<file path="config.mk">
export PLATFORM = sky130hd
export DESIGN_NAME = rectifier_can_link_handler_unit_flat
export DESIGN_NICKNAME = d
export VERILOG_FILES = /design/src/hw/rtl/rclh_pkg.sv /design/src/hw/rtl/rclh_req_if.sv /design/src/hw/rtl/rclh_rsp_if.sv /design/src/hw/rtl/rclh_step.sv /design/src/hw/rtl/rectifier_can_link_handler_unit.sv /design/src/flat_wrapper.sv
export SDC_FILE = /design/constraint.sdc
export NUM_CORES = 1
export LEC_CHECK = 0
export BUFFER_PORTS_ARGS = -buffer_cell sky130_fd_sc_hd__buf_2
export CELL_PAD_IN_SITES_DETAIL_PLACEMENT = 0
export CELL_PAD_IN_SITES_GLOBAL_PLACEMENT = 1
export CORE_ASPECT_RATIO = 0.6
export CORE_MARGIN = 1
export CORE_UTILIZATION = 50
export CTS_CLUSTER_SIZE = 28
export DETAILED_ROUTE_END_ITERATION = 6
export GPL_TIMING_DRIVEN = 1
export MAX_ROUTING_LAYER = met4
export PLACE_DENSITY_LB_ADDON = 0.05
export SLEW_MARGIN = 5
export SYNTH_ARGS = -nofsm -noshare
export SYNTH_HDL_FRONTEND = slang
export SYNTH_SLANG_ARGS = --single-unit
</file>
<file path="constraint.sdc">
create_clock -name clock -period 14.25 [get_ports clock]
set_clock_uncertainty 0.2 [all_clocks]
set_input_delay 3.5625 -clock clock [delete_from_list [all_inputs] [get_ports clock]]
set_output_delay 3.5625 -clock clock [all_outputs]
set_load 0.01 [all_outputs]
</file>
<file path="src/hw/rtl/rclh_pkg.sv">
// Shared types and constants for the rectifier CAN link handler.
// Holds identifiers, mode and command codes, register indexes and the
// word, state, result and register structs. No dependencies.
package rclh_pkg;

   // Command codes carried by an input word
   typedef enum logic [1:0] {
      CMD_FRAME    = 2'd0,
      CMD_TICK     = 2'd1,
      CMD_STARTUP  = 2'd2,
      CMD_SETPOINT = 2'd3
   } command_type;

   // Supply modes
   localparam logic [2:0] MODE_NORMAL  = 3'd0;
   localparam logic [2:0] MODE_RAMPING = 3'd1;
   localparam logic [2:0] MODE_WARNING = 3'd2;
   localparam logic [2:0] MODE_ALARM   = 3'd3;
   localparam logic [2:0] MODE_OFF     = 3'd4;

   // Result kinds
   localparam logic KIND_FRAME  = 1'b0;
   localparam logic KIND_REPORT = 1'b1;

   // Register indexes and widths
   localparam int unsigned CSR_INDEX_W = 2;
   localparam int unsigned CSR_DATA_W  = 16;
   localparam logic [CSR_INDEX_W-1:0] CSR_LINK_ENABLED    = 2'd0;
   localparam logic [CSR_INDEX_W-1:0] CSR_REPORTS_ENABLED = 2'd1;
   localparam logic [CSR_INDEX_W-1:0] CSR_SILENCE_TIMEOUT = 2'd2;
   localparam logic [15:0] SILENCE_TIMEOUT_RESET = 16'd1000;

   // Identifiers
   localparam logic [28:0] ID_LOGIN        = 29'h05004804;
   localparam logic [28:0] ID_ANNOUNCE     = 29'h05014400;
   localparam logic [12:0] ID_ANNOUNCE_HI  = 13'h0500;
   localparam logic [20:0] ID_STATUS_HI    = 21'h050140;
   localparam logic [28:0] ID_RAMPING      = 29'h05014010;
   localparam logic [28:0] ID_WARNING      = 29'h05014008;
   localparam logic [28:0] ID_ALARM        = 29'h0501400C;
   localparam logic [28:0] ID_DETAIL_REQ   = 29'h0501BFFC;
   localparam logic [28:0] ID_STARTUP      = 29'h05019C00;
   localparam logic [28:0] ID_SETPOINT     = 29'h05FF4004;

   // Fixed bytes of the startup frame, the report voltage limit and the OVP margin
   localparam logic [7:0]  STARTUP_BYTE0   = 8'h29;
   localparam logic [7:0]  STARTUP_BYTE1   = 8'h15;
   localparam logic [12:0] REPORT_DV_LIMIT = 13'd1000;
   localparam logic [15:0] OVP_MARGIN_CV   = 16'd200;
   // Reciprocal of ten for 16-bit operands: x / 10 == (x * 0xCCCD) >> 19
   localparam logic [15:0] RECIP_TEN       = 16'hCCCD;

   typedef struct packed {
      command_type command;
      logic [28:0] frame_id;
      logic [63:0] frame_data;
      logic [15:0] set_centivolts;
      logic [15:0] set_deciamps;
   } item_type;

   typedef struct packed {
      logic        kind;
      logic [28:0] tx_id;
      logic [3:0]  tx_len;
      logic [63:0] tx_data;
      logic [2:0]  supply_mode;
      logic [7:0]  intake_temp;
      logic [7:0]  outlet_temp;
      logic [15:0] report_deciamps;
      logic [12:0] report_decivolts;
      logic [15:0] mains_volts;
      logic        last;
   } result_type;

   typedef struct packed {
      logic [47:0] serial_bytes;
      logic        serial_valid;
      logic [2:0]  held_mode;
      logic [15:0] held_deciamps;
      logic [12:0] held_decivolts;
      logic [15:0] quiet_ms;
   } state_type;

   typedef struct packed {
      logic        link_enabled;
      logic        reports_enabled;
      logic [15:0] silence_timeout_ms;
   } cfg_type;

endpackage

</file>
<file path="src/hw/rtl/rclh_req_if.sv">
// Input channel of the rectifier CAN link handler: valid/ready plus payload.
// No dependencies.
interface rclh_req_if;
   logic        valid;
   logic        ready;
   logic [1:0]  command;
   logic [28:0] frame_id;
   logic [63:0] frame_data;
   logic [15:0] set_centivolts;
   logic [15:0] set_deciamps;

   modport source (
      output valid, command, frame_id, frame_data, set_centivolts, set_deciamps,
      input  ready
   );
   modport sink (
      input  valid, command, frame_id, frame_data, set_centivolts, set_deciamps,
      output ready
   );
endinterface

</file>
<file path="src/hw/rtl/rclh_rsp_if.sv">
// Result channel of the rectifier CAN link handler: valid/ready plus payload.
// No dependencies.
interface rclh_rsp_if;
   logic        valid;
   logic        ready;
   logic        kind;
   logic [28:0] tx_id;
   logic [3:0]  tx_len;
   logic [63:0] tx_data;
   logic [2:0]  supply_mode;
   logic [7:0]  intake_temp;
   logic [7:0]  outlet_temp;
   logic [15:0] report_deciamps;
   logic [12:0] report_decivolts;
   logic [15:0] mains_volts;
   logic        last;

   modport source (
      output valid, kind, tx_id, tx_len, tx_data, supply_mode, intake_temp,
             outlet_temp, report_deciamps, report_decivolts, mains_volts, last,
      input  ready
   );
   modport sink (
      input  valid, kind, tx_id, tx_len, tx_data, supply_mode, intake_temp,
             outlet_temp, report_deciamps, report_decivolts, mains_volts, last,
      output ready
   );
endinterface

</file>
<file path="src/hw/rtl/rclh_step.sv">
// Combinational work for one word: frame sorting, status decode, tick
// supervision and setpoint frames. Produces up to two results and next state.
// Depends on rclh_pkg.
module rclh_step (
   input  rclh_pkg::item_type   item,
   input  rclh_pkg::state_type  st,
   input  rclh_pkg::cfg_type    cfg,
   output rclh_pkg::result_type res0,
   output rclh_pkg::result_type res1,
   output logic [1:0]           count,
   output rclh_pkg::state_type  st_next
);
   import rclh_pkg::*;

   function automatic result_type make_frame(logic [28:0] id, logic [3:0] len,
                                             logic [63:0] data);
      result_type r;
      r         = '0;
      r.kind    = KIND_FRAME;
      r.tx_id   = id;
      r.tx_len  = len;
      r.tx_data = data;
      return r;
   endfunction

   function automatic result_type make_report(logic [2:0] mode, logic [7:0] tin,
                                              logic [7:0] tout, logic [15:0] da,
                                              logic [12:0] dv, logic [15:0] mains);
      result_type r;
      r                  = '0;
      r.kind             = KIND_REPORT;
      r.supply_mode      = mode;
      r.intake_temp      = tin;
      r.outlet_temp      = tout;
      r.report_deciamps  = da;
      r.report_decivolts = dv;
      r.mains_volts      = mains;
      return r;
   endfunction

   // Field slices of a status frame
   logic [7:0]  tin;
   logic [7:0]  tout;
   logic [15:0] amps;
   logic [15:0] centivolts;
   logic [15:0] mains;
   logic [31:0] dv_product;
   logic [12:0] dv;
   logic        is_announce;
   logic        is_status;
   logic [47:0] serial_src;
   logic [15:0] quiet_inc;
   logic [15:0] ovp;

   assign tin        = item.frame_data[7:0];
   assign amps       = item.frame_data[23:8];
   assign centivolts = item.frame_data[39:24];
   assign mains      = item.frame_data[55:40];
   assign tout       = item.frame_data[63:56];

   // Divide centivolts by ten through the reciprocal
   assign dv_product = {16'd0, centivolts} * {16'd0, RECIP_TEN};
   assign dv         = dv_product[31:19];

   assign is_announce = (item.frame_id[28:16] == ID_ANNOUNCE_HI)
                        || (item.frame_id == ID_ANNOUNCE);
   assign is_status   = (item.frame_id[28:8] == ID_STATUS_HI) && st.serial_valid;
   assign serial_src  = (item.frame_id == ID_ANNOUNCE) ? item.frame_data[47:0]
                                                       : item.frame_data[55:8];
   assign quiet_inc   = (st.quiet_ms == 16'hFFFF) ? st.quiet_ms : st.quiet_ms + 16'd1;
   assign ovp         = item.set_centivolts + OVP_MARGIN_CV;

   always_comb begin
      logic [2:0]  mode;
      logic        warn;
      logic        changed;
      result_type  rep;
      mode    = MODE_NORMAL;
      warn    = 1'b0;
      changed = 1'b0;
      rep     = '0;
      res0    = '0;
      res1    = '0;
      count   = 2'd0;
      st_next = st;

      unique case (item.command)
         CMD_FRAME: begin
            st_next.quiet_ms = '0;
            if (is_announce) begin
               // Capture the serial once, answer with login every time
               if (!st.serial_valid) begin
                  st_next.serial_bytes = serial_src;
                  st_next.serial_valid = 1'b1;
               end
               res0  = make_frame(ID_LOGIN, 4'd8, {16'd0, st_next.serial_bytes});
               count = 2'd1;
            end else if (is_status) begin
               if (item.frame_id == ID_RAMPING) begin
                  mode = MODE_RAMPING;
               end
               if (item.frame_id == ID_WARNING || item.frame_id == ID_ALARM) begin
                  warn  = (item.frame_id == ID_WARNING);
                  res0  = make_frame(ID_DETAIL_REQ, 4'd3,
                                     {40'd0, 8'h00, (warn ? 8'h04 : 8'h08), 8'h08});
                  count = 2'd1;
                  mode  = warn ? MODE_WARNING : MODE_ALARM;
               end
               changed = (mode != st.held_mode) || (dv != st.held_decivolts)
                         || (amps != st.held_deciamps);
               // Report behind the optional detail request
               if (changed && cfg.reports_enabled && dv < REPORT_DV_LIMIT) begin
                  rep = make_report(mode, tin, tout, amps, dv, mains);
                  if (count == 2'd0) begin
                     res0 = rep;
                  end else begin
                     res1 = rep;
                  end
                  count = count + 2'd1;
               end
               st_next.held_mode      = mode;
               st_next.held_deciamps  = amps;
               st_next.held_decivolts = dv;
            end
         end
         CMD_TICK: begin
            st_next.quiet_ms = quiet_inc;
            if (cfg.link_enabled && st.held_mode != MODE_OFF
                && quiet_inc > cfg.silence_timeout_ms) begin
               st_next.held_mode = MODE_OFF;
               if (cfg.reports_enabled) begin
                  res0  = make_report(MODE_OFF, 8'd0, 8'd0, 16'd0, 13'd0, 16'd0);
                  count = 2'd1;
               end
            end
         end
         CMD_STARTUP: begin
            if (st.serial_valid) begin
               res0  = make_frame(ID_STARTUP, 4'd5,
                                  {24'd0, item.set_centivolts, 8'h00,
                                   STARTUP_BYTE1, STARTUP_BYTE0});
               count = 2'd1;
            end
         end
         CMD_SETPOINT: begin
            if (st.serial_valid) begin
               res0  = make_frame(ID_SETPOINT, 4'd8,
                                  {ovp, item.set_centivolts, item.set_centivolts,
                                   item.set_deciamps});
               count = 2'd1;
            end
         end
         default: begin
         end
      endcase

      // Mark the final result of this word
      if (count == 2'd1) begin
         res0.last = 1'b1;
      end else if (count == 2'd2) begin
         res1.last = 1'b1;
      end
   end

endmodule

</file>
<file path="src/hw/rtl/rectifier_can_link_handler_unit.sv">
// Rectifier CAN link handler, top level.
// A taken word is held in the input register, and its results in the result buffer.
// Throughput: one word per cycle while each word causes at most one result and the
// result side keeps up; a two-result word fills the two-entry buffer and stalls the next word.
// Reset (synchronous, active high) clears link state, registers and buffers;
// mode resets to power-off and the silence timeout to 1000 ms.
module rectifier_can_link_handler_unit (
   input  logic                                clock,
   input  logic                                reset,
   rclh_req_if.sink                            req_if,
   rclh_rsp_if.source                          rsp_if,
   input  logic                                csr_wr_en,
   input  logic [rclh_pkg::CSR_INDEX_W-1:0]    csr_index,
   input  logic [rclh_pkg::CSR_DATA_W-1:0]     csr_wdata
);
   import rclh_pkg::*;

   logic       in_valid_ff, in_valid_in;
   item_type   item_ff;
   state_type  state_ff, state_in;
   cfg_type    cfg_ff, cfg_in;
   result_type slot0_ff, slot1_ff;
   logic [1:0] cnt_ff, cnt_in;

   result_type step_res0, step_res1;
   logic [1:0] step_count;
   state_type  step_state;

   logic req_fire, rsp_fire, step_en;

   rclh_step u_step (
      .item    (item_ff),
      .st      (state_ff),
      .cfg     (cfg_ff),
      .res0    (step_res0),
      .res1    (step_res1),
      .count   (step_count),
      .st_next (step_state)
   );

   // Handshakes: process the held word once the buffer drains
   assign rsp_fire = rsp_if.valid && rsp_if.ready;
   assign step_en  = in_valid_ff && ((cnt_ff == 2'd0) || ((cnt_ff == 2'd1) && rsp_fire));
   assign req_if.ready = !in_valid_ff || step_en;
   assign req_fire = req_if.valid && req_if.ready;

   assign in_valid_in = req_fire ? 1'b1 : (step_en ? 1'b0 : in_valid_ff);
   assign cnt_in      = step_en ? step_count : (rsp_fire ? cnt_ff - 2'd1 : cnt_ff);
   assign state_in    = step_en ? step_state : state_ff;

   // Register writes
   always_comb begin
      cfg_in = cfg_ff;
      if (csr_wr_en) begin
         unique case (csr_index)
            CSR_LINK_ENABLED:    cfg_in.link_enabled       = csr_wdata[0];
            CSR_REPORTS_ENABLED: cfg_in.reports_enabled    = csr_wdata[0];
            CSR_SILENCE_TIMEOUT: cfg_in.silence_timeout_ms = csr_wdata[15:0];
            default: begin
            end
         endcase
      end
   end

   // Hold control state, link state and registers
   always_ff @(posedge clock) begin
      if (reset) begin
         in_valid_ff <= 1'b0;
         cnt_ff      <= 2'd0;
         state_ff    <= '{serial_bytes:   '0,
                          serial_valid:   1'b0,
                          held_mode:      MODE_OFF,
                          held_deciamps:  '0,
                          held_decivolts: '0,
                          quiet_ms:       '0};
         cfg_ff      <= '{link_enabled:       1'b0,
                          reports_enabled:    1'b0,
                          silence_timeout_ms: SILENCE_TIMEOUT_RESET};
      end else begin
         in_valid_ff <= in_valid_in;
         cnt_ff      <= cnt_in;
         state_ff    <= state_in;
         cfg_ff      <= cfg_in;
      end
   end

   // Capture the input word and advance the result buffer
   always_ff @(posedge clock) begin
      if (req_fire) begin
         item_ff <= '{command:        command_type'(req_if.command),
                      frame_id:       req_if.frame_id,
                      frame_data:     req_if.frame_data,
                      set_centivolts: req_if.set_centivolts,
                      set_deciamps:   req_if.set_deciamps};
      end
      if (step_en) begin
         slot0_ff <= step_res0;
         slot1_ff <= step_res1;
      end else if (rsp_fire) begin
         slot0_ff <= slot1_ff;
      end
   end

   // Drive the result channel from the buffer head
   assign rsp_if.valid            = (cnt_ff != 2'd0);
   assign rsp_if.kind             = slot0_ff.kind;
   assign rsp_if.tx_id            = slot0_ff.tx_id;
   assign rsp_if.tx_len           = slot0_ff.tx_len;
   assign rsp_if.tx_data          = slot0_ff.tx_data;
   assign rsp_if.supply_mode      = slot0_ff.supply_mode;
   assign rsp_if.intake_temp      = slot0_ff.intake_temp;
   assign rsp_if.outlet_temp      = slot0_ff.outlet_temp;
   assign rsp_if.report_deciamps  = slot0_ff.report_deciamps;
   assign rsp_if.report_decivolts = slot0_ff.report_decivolts;
   assign rsp_if.mains_volts      = slot0_ff.mains_volts;
   assign rsp_if.last             = slot0_ff.last;

endmodule

</file>
<file path="src/flat_wrapper.sv">
// flat-port wrapper written by rule: the top's interface ports become plain ports
module rectifier_can_link_handler_unit_flat import rclh_pkg::*;
  (clock, reset, csr_wr_en, csr_index, csr_wdata, req_if_valid, req_if_command, req_if_frame_id, req_if_frame_data, req_if_set_centivolts, req_if_set_deciamps, req_if_ready, rsp_if_valid, rsp_if_kind, rsp_if_tx_id, rsp_if_tx_len, rsp_if_tx_data, rsp_if_supply_mode, rsp_if_intake_temp, rsp_if_outlet_temp, rsp_if_report_deciamps, rsp_if_report_decivolts, rsp_if_mains_volts, rsp_if_last, rsp_if_ready);
  rclh_req_if req_if_i ();
  rclh_rsp_if rsp_if_i ();
  input  logic clock;
  input  logic reset;
  input  logic csr_wr_en;
  input  logic [rclh_pkg::CSR_INDEX_W-1:0] csr_index;
  input  logic [rclh_pkg::CSR_DATA_W-1:0] csr_wdata;
  input wire logic [$bits(req_if_i.valid)-1:0] req_if_valid;
  input wire logic [$bits(req_if_i.command)-1:0] req_if_command;
  input wire logic [$bits(req_if_i.frame_id)-1:0] req_if_frame_id;
  input wire logic [$bits(req_if_i.frame_data)-1:0] req_if_frame_data;
  input wire logic [$bits(req_if_i.set_centivolts)-1:0] req_if_set_centivolts;
  input wire logic [$bits(req_if_i.set_deciamps)-1:0] req_if_set_deciamps;
  output wire logic [$bits(req_if_i.ready)-1:0] req_if_ready;
  output wire logic [$bits(rsp_if_i.valid)-1:0] rsp_if_valid;
  output wire logic [$bits(rsp_if_i.kind)-1:0] rsp_if_kind;
  output wire logic [$bits(rsp_if_i.tx_id)-1:0] rsp_if_tx_id;
  output wire logic [$bits(rsp_if_i.tx_len)-1:0] rsp_if_tx_len;
  output wire logic [$bits(rsp_if_i.tx_data)-1:0] rsp_if_tx_data;
  output wire logic [$bits(rsp_if_i.supply_mode)-1:0] rsp_if_supply_mode;
  output wire logic [$bits(rsp_if_i.intake_temp)-1:0] rsp_if_intake_temp;
  output wire logic [$bits(rsp_if_i.outlet_temp)-1:0] rsp_if_outlet_temp;
  output wire logic [$bits(rsp_if_i.report_deciamps)-1:0] rsp_if_report_deciamps;
  output wire logic [$bits(rsp_if_i.report_decivolts)-1:0] rsp_if_report_decivolts;
  output wire logic [$bits(rsp_if_i.mains_volts)-1:0] rsp_if_mains_volts;
  output wire logic [$bits(rsp_if_i.last)-1:0] rsp_if_last;
  input wire logic [$bits(rsp_if_i.ready)-1:0] rsp_if_ready;
  assign req_if_i.valid = req_if_valid;
  assign req_if_i.command = req_if_command;
  assign req_if_i.frame_id = req_if_frame_id;
  assign req_if_i.frame_data = req_if_frame_data;
  assign req_if_i.set_centivolts = req_if_set_centivolts;
  assign req_if_i.set_deciamps = req_if_set_deciamps;
  assign req_if_ready = req_if_i.ready;
  assign rsp_if_valid = rsp_if_i.valid;
  assign rsp_if_kind = rsp_if_i.kind;
  assign rsp_if_tx_id = rsp_if_i.tx_id;
  assign rsp_if_tx_len = rsp_if_i.tx_len;
  assign rsp_if_tx_data = rsp_if_i.tx_data;
  assign rsp_if_supply_mode = rsp_if_i.supply_mode;
  assign rsp_if_intake_temp = rsp_if_i.intake_temp;
  assign rsp_if_outlet_temp = rsp_if_i.outlet_temp;
  assign rsp_if_report_deciamps = rsp_if_i.report_deciamps;
  assign rsp_if_report_decivolts = rsp_if_i.report_decivolts;
  assign rsp_if_mains_volts = rsp_if_i.mains_volts;
  assign rsp_if_last = rsp_if_i.last;
  assign rsp_if_i.ready = rsp_if_ready;
  rectifier_can_link_handler_unit u_core (.clock(clock), .reset(reset), .req_if(req_if_i), .rsp_if(rsp_if_i), .csr_wr_en(csr_wr_en), .csr_index(csr_index), .csr_wdata(csr_wdata));
endmodule
</file>
After elaboration in Yosys (flattened, before gate mapping). Cells that the tools add are included.

Bits in registers: 571. Bits of input ports: 150. Output and inout port bits: 165. Logic and storage cells: 155.

Add/subtract/negate cells: 4. $mul: 1. Order comparisons: 2. Equal/unequal tests: 22. Multiplexer cells: 50. Bitwise logic cells: 4. Reductions and logical operators: 34.

Operators with widths (count): 2-to-1 mux 163 bit (9); one-hot mux 163 bit (4 select lines) (1); 2-to-1 mux 160 bit (3); equality test 29 x 27 -> 1 bit, second input constant (4); 2-to-1 mux 32 bit (2); 2-to-1 mux 49 bit (1); 2-to-1 mux 48 bit (1); multiplier 16 x 16 -> 32 bit, second input constant (1); one-hot mux 16 bit (2 select lines) (1); equality test 21 x 19 -> 1 bit, second input constant (1); 2-to-1 mux 2 bit (9); adder 16 x 1 -> 16 bit, second input constant (1); adder 16 x 8 -> 16 bit, second input constant (1); equality test 16 bit, second input constant (1); greater-than comparator 16 bit (1); 2-to-1 mux 16 bit (1); inequality test 16 bit (1); 2-to-1 mux 3 bit (5); 2-to-1 mux 1 bit (14); equality test 13 x 11 -> 1 bit, second input constant (1); less-than comparator 13 x 10 -> 1 bit, second input constant (1); inequality test 13 bit (1); logical AND 1 bit (9); equality test 2 x 1 -> 1 bit, second input constant (4); other kinds (21) (43).

Longest topological paths before layout. Gate-level depths: netlist of run 1.

Depth after elaboration: 18. Depth in mapped cells: 28. Mapped depth without buffers: 25.

Hierarchy. A second synthesis of run 1 with hierarchy kept.

Cell total of the unflattened synthesis: 2946. Area, all modules: 32657.6 sq um.

Modules (own cells, without submodules): rectifier_can_link_handler_unit (instances 1, cells an instance 1179, area each 20586.0 sq um, seq. area each 15965.3 sq um); rclh_step (instances 1, cells an instance 1767, area each 12071.6 sq um, seq. area each 0.0 sq um).

Least setup slack after synthesis of run 1. No wires, ideal clock.

Kind: input-to-output. Start point: input rsp_if_ready. End point: output req_if_ready. Arrival time: 3.859 ns. Required time: 10.488 ns. Slack: 6.629 ns. Stages: 2. Path buffers: 0. Path through: a21oi_1 -> nand2_1.

Word-level cells in the longest chain between the ends: 5.

RTL lines: start, declared (line flat_wrapper.sv:30) `input wire logic [$bits(rsp_if_i.ready)-1:0] rsp_if_ready;`; logical AND 1 bit (line rectifier_can_link_handler_unit.sv:42) `assign rsp_fire = rsp_if.valid && rsp_if.ready;`; logical AND 1 bit (line rectifier_can_link_handler_unit.sv:43) `assign step_en = in_valid_ff && ((cnt_ff == 2'd0) || ((cnt_ff == 2'd1) && rsp_fire));`; logical OR 1 bit (line rectifier_can_link_handler_unit.sv:43); logical AND 1 bit (line rectifier_can_link_handler_unit.sv:43); logical OR 1 bit (line rectifier_can_link_handler_unit.sv:44) `assign req_if.ready = !in_valid_ff || step_en;`; end, declared (line flat_wrapper.sv:17) `output wire logic [$bits(req_if_i.ready)-1:0] req_if_ready;`.

No other way between the ends.

Worst setup path after layout of run 1.
Start point: register u_core.item_ff[64] (netlist name). End point: register u_core.slot0_ff (netlist bit u_core.rsp_if.last), data pin.

Word-level cells in the longest chain between the ends: 13. Elaborated cells between the ends (all ways): 18. Classes of those cells: mul: 1; order compare: 1; eq/ne: 2; mux: 10; reduce/logical: 4.

RTL lines: start, declared (line rectifier_can_link_handler_unit.sv:19) `item_type item_ff;`; start signal, assigned (line rectifier_can_link_handler_unit.sv:90) `item_ff <= '{command: command_type'(req_if.command),`; multiplier 16 x 16 -> 32 bit * (line rclh_step.sv:62) `assign dv_product = {16'd0, centivolts} * {16'd0, RECIP_TEN};`; parallel branches: the longest is 4 deep, another holds less-than comparator 13 x 10 -> 1 bit; logical AND 1 bit * (line rclh_step.sv:112) `if (changed && cfg.reports_enabled && dv < REPORT_DV_LIMIT) begin`; 2-to-1 mux 2 bit (line rclh_step.sv:112); 2-to-1 mux 2 bit (line rclh_step.sv:98) `end else if (is_status) begin`; 2-to-1 mux 2 bit (line rclh_step.sv:90) `if (is_announce) begin`; one-hot mux 2 bit (3 select lines) (line rclh_step.sv:87) `unique case (item.command)`; equality test 2 x 1 -> 1 bit (line rclh_step.sv:158) `if (count == 2'd1) begin`; 2-to-1 mux 1 bit * (line rclh_step.sv:158); 2-to-1 mux 163 bit * (line rectifier_can_link_handler_unit.sv:96) `if (step_en) begin`; end signal, assigned (line rectifier_can_link_handler_unit.sv:97) `slot0_ff <= step_res0;`; end signal, assigned (line rectifier_can_link_handler_unit.sv:100) `slot0_ff <= slot1_ff;`; end, declared (line rectifier_can_link_handler_unit.sv:22) `result_type slot0_ff, slot1_ff;`.

Mark *: on every way between the ends. A chain may end at the register's enable or synchronous reset.

==> results.yml, run 1 <==
power_and_ir_drop:
  leakage_nw: 11.3
  power_density_nw_per_um2: 210
  swShare: 0.452
  p_seq_frac: 0.272
  ir_drop_uv: 230
  combPwrFrac: 0.528
  power.switching_mw: 2.67
  p_int_mw: 3.23
  total_power_mw: 5.90
  power.share.clock: 0.200
placement:
  place_ws_ps: 5360
  routabilityCongestion: 0.934
  dp.cells: 3222
  portBuffers: 309
  place.detailed.hpwl_um: 54300
  place_area_um2: 26700
logic_synthesis:
  ys_ff_latch: 449
  synth_edf_count: 331
  synth_area_um2: 24800
  avgSynthCellArea_um2: 10.3
  netlist_instances: 2397
  synthDistinctLibCells: 78
  synth-compound-area-share: 0.116
  seq_area_frac_synth: 0.496
  synth_top_flop_cell: "edfxtp_1"
  synth_xor_area_frac: 0.0228
  synthMuxAreaShare: 0.0281
  synth-warning-count: 0
  yosys.area_share.adder: 0.141
  yosys.area_share.simple: 0.133
  synth_top_family_by_area: "adder cells"
  async_reset_ff_frac: 0
route:
  vias: 19000
  wirelength_um: 74800
  wl_per_cell_um: 22.6
  first_pass_iters: 6
  drt_iter0_markers: 2025
  drc_errors: 0
  vias_per_cell: 5.74
  drtAntennaViolNets: 0
clock_tree:
  htreeDepth: 2
  post_cts_resized: 0
  clockBufferDepth: 3
  cts_inserted_buffers: 43
  postCtsHoldBufs: 0
  postCtsSetupRepairBufs: 0
  clock_sinks: 449
  clkTransAtPathRegs_ps: 70
  cts_root_buffer: "clkbuf_16"
  cts_tree: "done"
  clk_latency_ps: 570
timing:
  finalMaxSlewViolations: 0
  slew-limit-headroom: 0.234
  finalSetupTns_ps: 0
  min_period_ps: 9080
  setup_viol: 0
  max_freq_mhz: 110
  fin_ws_ps: 5170
  worst_pin_slew_ps: 1150
  finalHoldViolCount: 0
  final.period_utilization: 0.637
  rsz0062_at_grt: "no"
  hold_ws_ps: 254
floorplanning:
  io_pins: 315
  coreArea_um2: 48400
  dieArea_um2: 50500
  start_util: 0.512
  rows: 62
  die_width_um: 289
  die_h_um: 174
critical_path:
  worstPathRequired_ps: 14370
  worst-setup-path-type: "reg2reg"
  cp-start-kind: "flip-flop"
  end_kind: "flip-flop"
  worstPathArrival_ps: 9200
  worstPathMaxFanout: 66
min_path:
  holdCritPathClass: "reg2reg"
cells_and_area:
  area_delta_synth_final_pct: 13.3
  drive_above_1_share: 0.161
  multi_input_area_um2: 11100
  fin_area_um2: 28100
  regArea_um2: 12300
  fillCellCount: 4173
  mostFrequentLayoutCell: "nand2_1"
  final_core_util: 0.580
  final_cell_mix: "nand2_1, edfxtp_1, buf_2, inv_1, ha_1"
  layout.nets: 3009
  fin_cells: 3302
grt:
  antenna_found_initial: 4
  grt_pass1_wl_um: 111000
  overflow: 0
  grt_max_degree: 100
  grt_pass1_vias: 18000
  grt.total_usage: 0.306
outcome:
  outcome: "finished clean"
flow_run:
  drv_cap: 0
path summary, 6_finish.rpt:
check                                    from                               end  slack (ps)  cells after the start
max reg2reg      u_core.item_ff[64]$_DFFE_PP_      u_core.rsp_if.last$_DFFE_PP_        5170                     25
min reg2reg  u_core.state_ff[67]$_SDFFE_PP0P_  u_core.state_ff[67]$_SDFFE_PP0P_         250                      2
min          u_core.state_ff[67]$_SDFFE_PP0P_  u_core.state_ff[67]$_SDFFE_PP0P_         250                      2
max              u_core.item_ff[64]$_DFFE_PP_      u_core.rsp_if.last$_DFFE_PP_        5170                     25
power by group through the flow:
stage / Clock [mW] / Sequential, mW / Combinational (mW)
after floorplan: 0 / 1.64 / 2.16
after global placement: 0 / 1.63 / 3.06
after detailed placement: 0 / 1.63 / 3.06
after CTS: 1.20 / 1.60 / 3.08
after global routing: 1.24 / 1.61 / 3.44
final: 1.18 / 1.61 / 3.12
synth_stat cells, drive strengths merged (4+ instances only):
library cell / count / area, µm²
buf: 75 / 470
edfxtp: 331 / 9940
o31a: 4 / 35.0
nand2: 461 / 1730
nor2: 91 / 342
nor4: 13 / 81.3
fa: 79 / 1580
nor3: 79 / 405
dfxtp: 118 / 2360
o21a: 9 / 67.6
a21oi: 135 / 679
a2111oi: 4 / 55.1
and4: 4 / 35.0
and2: 12 / 75.1
xnor2: 26 / 228
clkbuf: 76 / 288
mux2i: 64 / 641
xor2: 36 / 315
nand2b: 6 / 37.5
or2: 5 / 31.3
o21ai: 159 / 803
o22ai: 5 / 31.3
mux2: 5 / 56.3
and3: 8 / 50.1
a22oi: 17 / 128
o31ai: 4 / 30.0
a31oi: 5 / 31.3
a21o: 16 / 120
nor2b: 9 / 56.3
nand4: 17 / 113
a211oi: 7 / 62.6
o2111ai: 60 / 526
nand3: 29 / 145
ha: 153 / 1910
o211ai: 16 / 120
or3: 8 / 50.1
inv: 210 / 788
layer usage:
metal | track usage | vias to the layer above | wire [µm]
li1 | - | 8833 | -
met1 | 0.460 | 9235 | 35000
met3 | 0.0890 | 81 | 8050
met4 | 0.0575 | 0 | 1220
met2 | 0.405 | 810 | 30500
met5 | - | - | 0
cells by family after synthesis:
| family | Yosys count |
|---|---|
| adder cells (fa/ha/maj) | 232 |
| buffers and inverters | 363 |
| flip-flops | 449 |
| XOR/XNOR | 63 |
| multiplexers | 69 |
| AO/OA/AOI/OAI | 462 |
| AND/OR/NAND/NOR | 758 |
| other | 1 |
sequential cells by signal (all words and copies together) (netlist names):
register / cells
u_core.cfg_ff: 18
u_core.cnt_ff: 2
u_core.in_valid_ff: 1
u_core.item_ff: 127
u_core.rsp_if.intake_temp: 8
u_core.rsp_if.kind: 1
u_core.rsp_if.last: 1
u_core.rsp_if.mains_volts: 16
u_core.rsp_if.outlet_temp: 8
u_core.rsp_if.report_deciamps: 16
u_core.rsp_if.report_decivolts: 13
u_core.rsp_if.supply_mode: 3
u_core.rsp_if.tx_data: 64
u_core.rsp_if.tx_id: 6
u_core.rsp_if.tx_len: 3
u_core.slot1_ff: 65
u_core.state_ff: 97
final cells by class:
| cell class | instances | area share |
|---|---|---|
| antenna | 4 | 0.000356 |
| clock buffer | 53 | 0.0407 |
| clock inverter | 23 | 0.0100 |
| inverter | 212 | 0.0283 |
| multi-input combinational | 1592 | 0.394 |
| sequential | 449 | 0.438 |
| tap | 640 | 0.0285 |
| timing repair buffer | 329 | 0.0605 |
critical path, cell delays in order, from the launching register on:
cell       delay, ps
edfxtp_1         610
ha_1             420
inv_1            150
fa_1             510
inv_1             60
fa_1             520
fa_1             530
fa_1             550
inv_1             60
fa_1             530
inv_1             50
ha_1             350
a21oi_1          370
o211ai_1         240
a21oi_1          250
nand2_1          200
a21o_1           270
a2111oi_1        380
nand4b_1         200
nor3_4           220
buf_4            580
buf_4            610
nor2_1           160
ha_1             320
o2111ai_1        190
a22o_1           260
(Power assumes the default switching activity.)
==> run 2: changes to the inputs <==
- CORE_UTILIZATION: 50 -> 42
- clock period: 14.25 -> 8.3 ns (I/O delays scaled with it)
==> results.yml, run 2 (synthesis gave the netlist of run 1 again) <==
placement:
  dp.cells: 3365
  place.detailed.hpwl_um: 59700
  routabilityCongestion: 0.932
  portBuffers: 309
timing:
  setup_viol: 0
  hold_ws_ps: 253
  worst_pin_slew_ps: 1080
  min_period_ps: 8020
  finalHoldViolCount: 0
  slew-limit-headroom: 0.277
  max_freq_mhz: 125
  finalMaxSlewViolations: 0
  final.period_utilization: 0.967
route:
  drt_iter0_markers: 1825
  drtAntennaViolNets: 0
  vias: 18900
  drc_errors: 11
  wl_per_cell_um: 23.6
  wirelength_um: 81500
  first_pass_iters: 7
  vias_per_cell: 5.46
min_path:
  holdPathStages: 2
  holdCritPathClass: "reg2reg"
clock_tree:
  cts_root_buffer: "clkbuf_16"
  clk_latency_ps: 620
  clockBufferDepth: 3
  clock_sinks: 449
  cts_inserted_buffers: 45
  clkTransAtPathRegs_ps: 80
  cts_tree: "done"
  postCtsHoldBufs: 0
  htreeDepth: 2
cells_and_area:
  mostFrequentLayoutCell: "nand2_1"
  final_core_util: 0.492
  layout.nets: 3031
  fin_cells: 3459
  max_flop_register: "u_core.item_ff"
  reg.largest.list: "u_core.item_ff (127), u_core.state_ff (97), u_core.slot1_ff (65)"
  final_cell_mix: "nand2_1, edfxtp_1, buf_2, inv_1, ha_1"
  drive_above_1_share: 0.167
  largest_reg_flops: 127
  area_delta_synth_final_pct: 14.7
outcome:
  violations: "DRC"
  outcome: "finished with violations"
grt:
  grt_max_degree: 121
  overflow: 0
  grt_pass1_wl_um: 121000
  antenna_found_initial: 8
  grt.total_usage: 0.281
  met2_usage: 0.365
  grt_pass1_vias: 18100
  grtUsageMet1: 0.443
  met3_usage: 0.0630
  busiest_layer: "met1"
critical_path:
  reg2reg_to: "u_core.rsp_if.last$_DFFE_PP_"
  worstPathArrival_ps: 8200
  worst-setup-path-type: "reg2reg"
  worst-r2r-setup-slack_ps: 280
  cp-start-kind: "flip-flop"
  end_kind: "flip-flop"
  r2r_cells: 24
  worstPathMaxFanout: 11
  reg2reg_from: "u_core.item_ff[65]$_DFFE_PP_"
  cp-startpoint: "u_core.item_ff[65]$_DFFE_PP_"
  crit_end: "u_core.rsp_if.last$_DFFE_PP_"
  worstPathRequired_ps: 8480
power_and_ir_drop:
  ir_drop_uv: 396
  power_density_nw_per_um2: 367
  total_power_mw: 10.4
  leakage_nw: 11.4
flow_run:
  drv_cap: 0
floorplanning:
  rows: 68
  die_h_um: 190
  start_util: 0.428
  dieArea_um2: 60000
  die_width_um: 316
  io_pins: 315
  coreArea_um2: 57900
==> run 2: timing repair <==
action / CTS / global route
resized for setup: 0 / 4
setup endpoints to repair: 0 / 6
setup buffers: 0 / 7
==> run 2: worst min-delay path by stage <==
stage / start / end / slack [ps]
after floorplan: u_core.cfg_ff[10]$_SDFFE_PP0P_ / u_core.cfg_ff[10]$_SDFFE_PP0P_ / 240
after global placement: u_core.state_ff[72]$_SDFFE_PP0P_ / u_core.state_ff[72]$_SDFFE_PP0P_ / 240
after detailed placement: u_core.state_ff[91]$_SDFFE_PP0P_ / u_core.state_ff[91]$_SDFFE_PP0P_ / 250
after CTS: u_core.state_ff[68]$_SDFFE_PP0P_ / u_core.state_ff[68]$_SDFFE_PP0P_ / 250
after global routing: u_core.state_ff[60]$_SDFFE_PP0P_ / u_core.state_ff[60]$_SDFFE_PP0P_ / 270
final: u_core.state_ff[82]$_SDFFE_PP0P_ / u_core.state_ff[82]$_SDFFE_PP0P_ / 250
==> run 2: final cells by class <==
cell class / instances / area, µm²
Fill cell: 5365 / 29400
Antenna cell: 5 / 12.5
Sequential cell: 449 / 12300
Tap cell: 770 / 963
Multi-Input combinational cell: 1592 / 11100
Timing Repair Buffer: 349 / 1870
Clock buffer: 63 / 1220
Inverter: 212 / 797
Clock inverter: 19 / 195
==> run 2: metrics by stage <==
stage                     setup TNS, ps  worst slack [ps]  cell area (µm²)
after floorplan                       0              1340            24800
after global placement                0              55.2            26900
after detailed placement              0               153            26900
after CTS                             0               145            28400
after global routing              -4.57             -4.57            28400
final                                 0               277            28400
==> run 2: layer usage <==
| layer | up-vias | routed length, µm |
|---|---|---|
| met5 | - | 0 |
| met4 | 0 | 869 |
| met3 | 61 | 6620 |
| met2 | 631 | 32200 |
| met1 | 9319 | 41800 |
| li1 | 8879 | - |
==> run 2: worst max-delay path, stage by stage, from the launching register on <==
cell	delay [ps]
edfxtp_1	720
ha_2	490
ha_1	330
fa_1	540
inv_1	60
fa_1	520
inv_1	50
fa_1	540
inv_1	70
fa_1	530
inv_1	40
ha_1	490
nand2_1	290
nor3_1	250
o211ai_1	300
mux2_2	400
o21a_1	220
a211oi_1	270
o2111ai_1	220
nor3_4	220
nor2_1	130
buf_4	160
ha_1	260
o2111ai_1	200
a22o_1	270
==> run 2: report_power, final <==
group | switching (mW) | internal [mW] | leakage [nW] | total, mW
registers | 0.120 | 2.63 | 4.14 | 2.75
logic | 3.82 | 1.82 | 6.58 | 5.64
clock network | 0.915 | 1.13 | 0.688 | 2.05
